**src/rtl/pfa_pkg.sv**
```systemverilog
// Shared constants, codes and controller/datapath interface types for the page allocator.
package pfa_pkg;

  // Default sizing
  localparam int MAX_PAGES_DEF  = 4096;
  localparam int PAGE_SHIFT_DEF = 12;
  localparam int COUNT_BITS_DEF = 16;

  // Fixed field widths
  localparam int ADDR_W   = 32;
  localparam int OP_W     = 3;
  localparam int STATUS_W = 3;
  localparam int REFV_W   = 16;
  localparam int CFG_IDX_W = 2;

  // Configuration reset values
  localparam logic [ADDR_W-1:0] FIRST_USABLE_RESET = 32'd0;
  localparam logic [ADDR_W-1:0] TOP_ADDR_RESET     = 32'd16777216;

  // Configuration register indexes
  localparam logic [CFG_IDX_W-1:0] CFG_FIRST_USABLE = 2'd0;
  localparam logic [CFG_IDX_W-1:0] CFG_TOP_ADDR     = 2'd1;

  // Opcodes
  localparam logic [OP_W-1:0] OP_ALLOC     = 3'd0;
  localparam logic [OP_W-1:0] OP_FREE      = 3'd1;
  localparam logic [OP_W-1:0] OP_INIT_FREE = 3'd2;
  localparam logic [OP_W-1:0] OP_INCR      = 3'd3;
  localparam logic [OP_W-1:0] OP_DECR      = 3'd4;
  localparam logic [OP_W-1:0] OP_READ      = 3'd5;

  // Status codes
  localparam logic [STATUS_W-1:0] ST_OK      = 3'd0;
  localparam logic [STATUS_W-1:0] ST_BADADDR = 3'd1;
  localparam logic [STATUS_W-1:0] ST_NOTONE  = 3'd2;
  localparam logic [STATUS_W-1:0] ST_OOM     = 3'd3;
  localparam logic [STATUS_W-1:0] ST_LIMIT   = 3'd4;

  // Controller to datapath commands
  typedef struct packed {
    logic clear;    // clearing pass: zero one count entry
    logic capture;  // take the item, launch memory reads
    logic exec;     // apply the operation, write back, load result
  } pfa_cmd_t;

  // Datapath to controller status
  typedef struct packed {
    logic clr_last; // clearing pass is at its final entry
  } pfa_sts_t;

endpackage

```
**src/rtl/pfa_ctrl.sv**
```systemverilog
// Controller state machine: clearing pass, idle and execute states.
module pfa_ctrl (
  input  logic              clk,
  input  logic              rst,
  input  logic              start,
  output logic              busy,
  input  pfa_pkg::pfa_sts_t sts,
  output pfa_pkg::pfa_cmd_t cmd
);
  import pfa_pkg::*;

  localparam logic [1:0] S_CLEAR = 2'd0;
  localparam logic [1:0] S_IDLE  = 2'd1;
  localparam logic [1:0] S_EXEC  = 2'd2;

  logic [1:0] state;
  logic [1:0] state_next;

  // Next-state logic
  always_comb begin
    state_next = state;
    case (state)
      S_CLEAR: begin
        if (sts.clr_last) state_next = S_IDLE;
      end
      S_IDLE: begin
        if (start) state_next = S_EXEC;
      end
      S_EXEC: begin
        state_next = S_IDLE;
      end
      default: begin
        state_next = S_CLEAR;
      end
    endcase
  end

  // State register
  always_ff @(posedge clk) begin
    if (rst) begin
      state <= S_CLEAR;
    end else begin
      state <= state_next;
    end
  end

  // Commands
  assign busy        = (state != S_IDLE);
  assign cmd.clear   = (state == S_CLEAR);
  assign cmd.capture = (state == S_IDLE) && start;
  assign cmd.exec    = (state == S_EXEC);

endmodule

```
**config.mk**
```make
export PLATFORM = sky130hd
export DESIGN_NAME = pfa_ctrl
export DESIGN_NICKNAME = d
export VERILOG_FILES = /design/src/rtl/pfa_pkg.sv /design/src/rtl/pfa_ctrl.sv
export SDC_FILE = /design/constraint.sdc
export NUM_CORES = 1
export LEC_CHECK = 0
export ABC_CLOCK_PERIOD_IN_PS = 1200
export BUFFER_PORTS_ARGS = -buffer_cell sky130_fd_sc_hd__buf_2
export CORE_AREA = 2 2 39 41
export DETAILED_ROUTE_END_ITERATION = 8
export DIE_AREA = 0 0 41 43
export PLACE_DENSITY_LB_ADDON = 0.25
export RECOVER_POWER = 100
export SLEW_MARGIN = 20
export SYNTH_ARGS = -nofsm -noshare
export SYNTH_HDL_FRONTEND = slang
export SYNTH_SLANG_ARGS = --single-unit
export TNS_END_PERCENT = 50
```
**constraint.sdc**
```tcl
create_clock -name clk -period 1.2 [get_ports clk]
set_clock_uncertainty 0.05 [all_clocks]
set_input_delay 0.36 -clock clk [delete_from_list [all_inputs] [get_ports clk]]
set_output_delay 0.36 -clock clk [all_outputs]
set_load 0.02 [all_outputs]
```
Word level (Yosys, flattened, before mapping)
Index checks and enable logic that the tools add are counted.

storage, ports and cells
  register bits after elaboration = 2
  input port bits = 4
  output and inout bits = 4
  logic and storage cells = 12

cells by class
  equal/unequal tests = 5
  muxes and demuxes = 3
  reduce and logical (&&, ||, !) cells = 3

operator list
  operator                                       number
  case mux 2 bit (3 select lines)                1
  2-to-1 mux 2 bit                               2
  != test 2 bit, second input constant           2
  == test 2 x 1 -> 1 bit, second input constant  1
  == test 2 bit, second input constant           1
  zero test 2 bit                                1
  != test 2 x 1 -> 1 bit, second input constant  1
  AND reduction 2 bit                            1
  logical AND 1 bit                              1

Depth between registers and ports, before layout
Gate-level depths: netlist (run 1).

  depth after elaboration = 3
  mapped depth = 2
  mapped depth without buffers = 2

Worst setup path after synthesis (run 1)
OpenSTA, ideal clock, no wires.

  path type = register to output
  start point = register state[1]
  end point = output port cmd[0] (netlist bit)
  arrival = 0.687 ns
  required time = 0.790 ns
  path slack = 0.103 ns
  cell stages (with the launch flop) = 2
  buffers on the path = 0
  cells stage by stage = dfxtp_1 -> nor2b_1

RTL lines
  item                    line            text
  start, declared         pfa_ctrl.sv:16  logic [1:0] state;
  start signal, assigned  pfa_ctrl.sv:43  state <= state_next;
  end, declared           pfa_ctrl.sv:8   output pfa_pkg::pfa_cmd_t cmd

==> flow_summary.toml, run 1 <==
[synth]
yosys_warnings = 0
synth_edf_count = 0
async_flop_share = 0
synth_flop_cell = "dfxtp_1"
yosys.area.top_type = "dfxtp_1"
ys_top_cells_by_count = "dfxtp_1, nor2_1"
ys_types = 8
yosys_register_bits = 2
syn_inst = 10
synth.area.top_cells = "dfxtp_1, o32ai_2, nor2b_4"
synth_top_area_share = 0.3810
syn-cell-area_um2 = 105.1
synth_nets = 14
synth.avg_cell_area_um2 = 10.51
synth-seq-area-share = 0.3810

[clock_tree]
cts_hold_buffers = 0
clk_pin_slew_ns = 0.03
numCtsBuffers = 3
clk-insertion-delay-late_ns = 0.22
htreeDepth = 1
cts_root_buf = "clkbuf_4"
cts.path.max_buffers = 2
numClockSinks = 2
cts_tree = "yes"

[setup_path]
critPathSlowestCell = "dfxtp_2"
max_stage_delay_ns = 0.34
path_cells = "and3b_2 > buf_6"
crit_path_max_fanout = 5
crit_family = "flip-flops"
critPathBufInv = 1
arrival_ns = 0.91
start_kind = "flip-flop"
cp.required_ns = 0.79
critPathKind = "flip-flop to primary output"
endpoint_kind = "primary output"

[run_status]
status = "complete, but fails checks"
violations = "negative setup slack"

[floorplan]
io_pins = 8
die_y_um = 43
std_cell_rows = 14
core_area_um2 = 1384
start_util = 0.07595
fp.dieW_um = 41
dieArea_um2 = 1763

[grt]
grt_pass1_wl_um = 489
first_global_vias = 132
track_usage = 0.04705
antenna_found_initial = 0
overflow = 0
grt_max_degree = 6

[cells_and_area]
top_register = "state"
final_layout_size_suffix_gt1_frac = 0.7826
top_regs = "state: 2 flops"
layoutNonFillerInstCount = 39
n_antenna_cell = 0
area_growth_pct = 111.9
nNetsFinal = 29
largest_reg_flops = 2

[place]
port-buffer-count = 7
gp_congestion = 0.5522
placed_cells = 34

[routing]
drt-vias-per-instance = 3.308
drt_first_pass_iters = 2
routed_wl_um = 315
antenna_left = 0
vias = 129
wl_per_cell_um = 8.077
wl_met1_um = 129
top_layer_used = "met3"
drtIter0Drc = 1
drc_errors = 0
met3WireLength_um = 53
wl_met2_um = 132

[timing]
fin_crit_ns = 1.320
hold_viol = 0
fmax_ghz = 0.7576
relSlewSlack = 0.8811
worst_pin_slew_ns = 0.1783
rsz0062_at_grt = "true"
drv_slew = 0
finalCritPeriodShare = 1.100
setup_slack_ns = -0.1200
finalSetupViolCount = 4

[min_path]
min_path_type = "input pin to flip-flop"

[pwr]
power.density_nw_per_um2 = 1303
p_total_uw = 290.3
max-vdd-ir-drop_uv = 446.8
p_leak_nw = 0.1022

[job]
maxCapViolCount = 0
per-layer routing:
| metal | vias to the layer above | GRT usage |
|---|---|---|
| met5 | - | 0 |
| met4 | 0 | 0.06000 |
| met3 | 0 | 0.03665 |
| met2 | 8 | 0.05313 |
| met1 | 59 | 0.04459 |
| li1 | 62 | - |
path summary, 6_finish.rpt:
path / end / slack, ns / cells past startpoint / from
min: state[1] / 0.30 / 2 / rst
max: cmd[1] / -0.12 / 2 / state[1]
max reg2reg: state[1] / 0.25 / 3 / state[1]
min reg2reg: state[0] / 0.51 / 2 / state[0]
per-stage QoR:
step	setup slack, ns	utilization	TNS, ns	instance area, um^2	hold WS, ns
floorplan	0.1028	-	0	105.1	0.3743
global placement	0.0008851	0.1212	0	167.7	0.4963
detailed placement	-0.009088	0.1212	-0.009088	167.7	0.5250
CTS	-0.1423	0.1582	-0.3737	219.0	0.2859
global route	-0.1616	0.1609	-0.4880	222.7	0.2905
finish	-0.1200	0.1609	-0.2955	222.7	0.2969
logic make-up after synthesis:
kind of cell    after synthesis  share of synthesized area
flops                         2                     0.3810
compound gates                1                     0.1548
simple gates                  7                     0.4644
report_power, final:
| group | leakage (nW) | switching, mW | internal (mW) |
|---|---|---|---|
| clock network | 0.0138 | 0.0364 | 0.110 |
| logic | 0.0712 | 0.0310 | 0.0348 |
| registers | 0.0172 | 0.00513 | 0.0728 |
| total | 0.102 | 0.0725 | 0.218 |
repair_timing:
item	4_1_cts	5_1_grt
buffers inserted	2	0
endpoints found under the setup margin	4	4
gates resized for setup	6	2
placed cells by master, fill, tap and decap left out, drive strengths merged:
cell type / count
and3b: 1
nor2: 2
dfxtp: 2
nand2b: 1
or2: 1
nor2b: 2
clkbuf: 3
buf: 10
o32ai: 1
area by class of cell:
class | count | area, um^2
fillers | 161 | 1161
clock buffers | 3 | 22.52
multi-input cells | 8 | 66.31
flip-flops and latches | 2 | 42.54
well taps | 16 | 20.02
repair buffers | 10 | 71.32
Power figures use the tool's default switching activity.
==> inputs of run 2 (changes only) <==
--- a/config.mk
+++ b/config.mk
@@ -10,7 +10,6 @@
 export CORE_AREA = 2 2 39 41
 export DETAILED_ROUTE_END_ITERATION = 8
 export DIE_AREA = 0 0 41 43
-export PLACE_DENSITY_LB_ADDON = 0.25
 export RECOVER_POWER = 100
 export SLEW_MARGIN = 20
 export SYNTH_ARGS = -nofsm -noshare
==> constraint.sdc (replaced) <==
create_clock -name clk -period 1.2 [get_ports clk]
set_clock_uncertainty 0.05 [all_clocks]
set_input_delay 0.36 -clock clk [delete_from_list [all_inputs] [get_ports clk]]
set_output_delay 0.36 -clock clk [all_outputs]
set_load 0.05 [all_outputs]
==> run 2 against run 1 <==
Net effect: the flow still finishes with violations (negative setup slack); setup slack worse by 0.042 ns; die area unchanged; total power up 19%; largest cell class unchanged.
==> flow_summary.toml, run 2 (same netlist as run 1, synthesis figures left out) <==
[setup_path]
crit-reg2reg-launch = "state[1]"
cp-startpoint = "state[1]"
cp.required_ns = 0.79
critPathKind = "flip-flop to primary output"
crit_path_max_fanout = 5
start_kind = "flip-flop"
endpoint_kind = "primary output"
rr_worst_depth = 5
arrival_ns = 0.95

[routing]
drt_first_pass_iters = 1
drc_errors = 0
wl_per_cell_um = 7.651
antenna_left = 0
drtIter0Drc = 0
drt-vias-per-instance = 3.233
vias = 139
routed_wl_um = 329

[floorplan]
start_util = 0.07595
core_area_um2 = 1384
io_pins = 8
fp.dieW_um = 41
std_cell_rows = 14
dieArea_um2 = 1763
die_y_um = 43

[timing]
relSlewSlack = 0.8735
finalCritPeriodShare = 1.135
finalSetupViolCount = 5
drv_slew = 0
worst_pin_slew_ns = 0.1897
rsz0062_at_grt = "true"
setup_slack_ns = -0.1621
fmax_ghz = 0.7342
fin_crit_ns = 1.362
hold_viol = 0
timing.hold.ws_ns = 0.3033

[min_path]
min_path_type = "input pin to flip-flop"
hold_start = "rst"
hold_depth = 2

[grt]
antenna_found_initial = 0
grt_max_degree = 6
track_usage = 0.05005
grt_pass1_wl_um = 462
overflow = 0
first_global_vias = 131

[cells_and_area]
top_regs = "state: 2 flops"
mostFrequentLayoutCells = "buf_4, buf_6, clkbuf_4, buf_2, dfxtp_2"
num-fill-cells = 152
n_antenna_cell = 0
layout_commonest_cell = "buf_4"
area_growth_pct = 163.1
largest_reg_flops = 2
final_layout_size_suffix_gt1_frac = 0.8889
top_register = "state"
nNetsFinal = 33

[pwr]
max-vdd-ir-drop_uv = 219.8
power.density_nw_per_um2 = 1251
p_total_uw = 345.9
p_leak_nw = 0.1286

[clock_tree]
clk_pin_slew_ns = 0.03
cts.path.max_buffers = 2
clk-insertion-delay-late_ns = 0.22
numCtsBuffers = 3
htreeDepth = 1
numClockSinks = 2
cts_tree = "yes"
cts_root_buf = "clkbuf_4"
cts_hold_buffers = 0

[run_status]
violations = "negative setup slack"
status = "complete, but fails checks"

[job]
maxCapViolCount = 0

[place]
hpwlAfterDp_um = 251
port-buffer-count = 7
gp_congestion = 0.4266
place_ws_ns = -0.1018
run 2: cell count changes in the layout (fill, tap and decap cells not counted), sizes merged:
cell  change
buf       +4
run 2: cell type report:
type / count / area (um^2) / area share
clock buffer: 3 / 22.52 / 0.08145
sequential: 2 / 42.54 / 0.1538
timing repair buffer: 14 / 120.1 / 0.4344
tap: 16 / 20.02 / 0.07240
multi-input combinational: 8 / 71.32 / 0.2579
run 2: report_power, final:
| group | internal, mW | switching [mW] |
|---|---|---|
| registers | 0.0728 | 0.00497 |
| logic | 0.0600 | 0.0620 |
| clock network | 0.110 | 0.0360 |
| total | 0.243 | 0.103 |
run 2: layer usage:
layer,up-vias,part of all wire,global-route usage
li1,69,-,-
met1,61,0.31,0.01592
met2,7,0.53,0.07500
met3,2,0.14,0.06283
met4,0,0.021,0.06000
met5,-,0,0
run 2: path summary, 6_finish.rpt:
kind                            slack, ns        to
worst min-delay path                 0.30  state[1]
worst min register to register       0.52  state[0]
worst max-delay path                -0.16    cmd[1]
worst max register to register      -0.01  state[1]
run 2: repair_timing:
| action | 4_1_cts | 5_1_grt |
|---|---|---|
| setup buffers | 1 | 1 |
| gates resized for setup | 11 | 2 |
| pin swaps | 0 | 0 |
| setup endpoints to repair | 4 | 4 |
run 2: through the flow:
stage	utilization	std cells	TNS [ns]	instance area, um^2
6_report	0.1998	43	-0.5734	276.5
5_1_grt	0.1998	43	-0.7500	276.5
4_1_cts	0.1908	42	-0.6271	264.0
3_5_place_dp	0.1465	38	-0.1018	202.7
3_3_place_gp	0.1465	38	-0.08603	202.7
2_1_floorplan	-	10	-0.1696	110.1
run 2: worst max-delay path, cell delays in order (launching register included):
cell and delay (ns):
dfxtp_2 0.33, and3b_2 0.26, buf_8 0.15
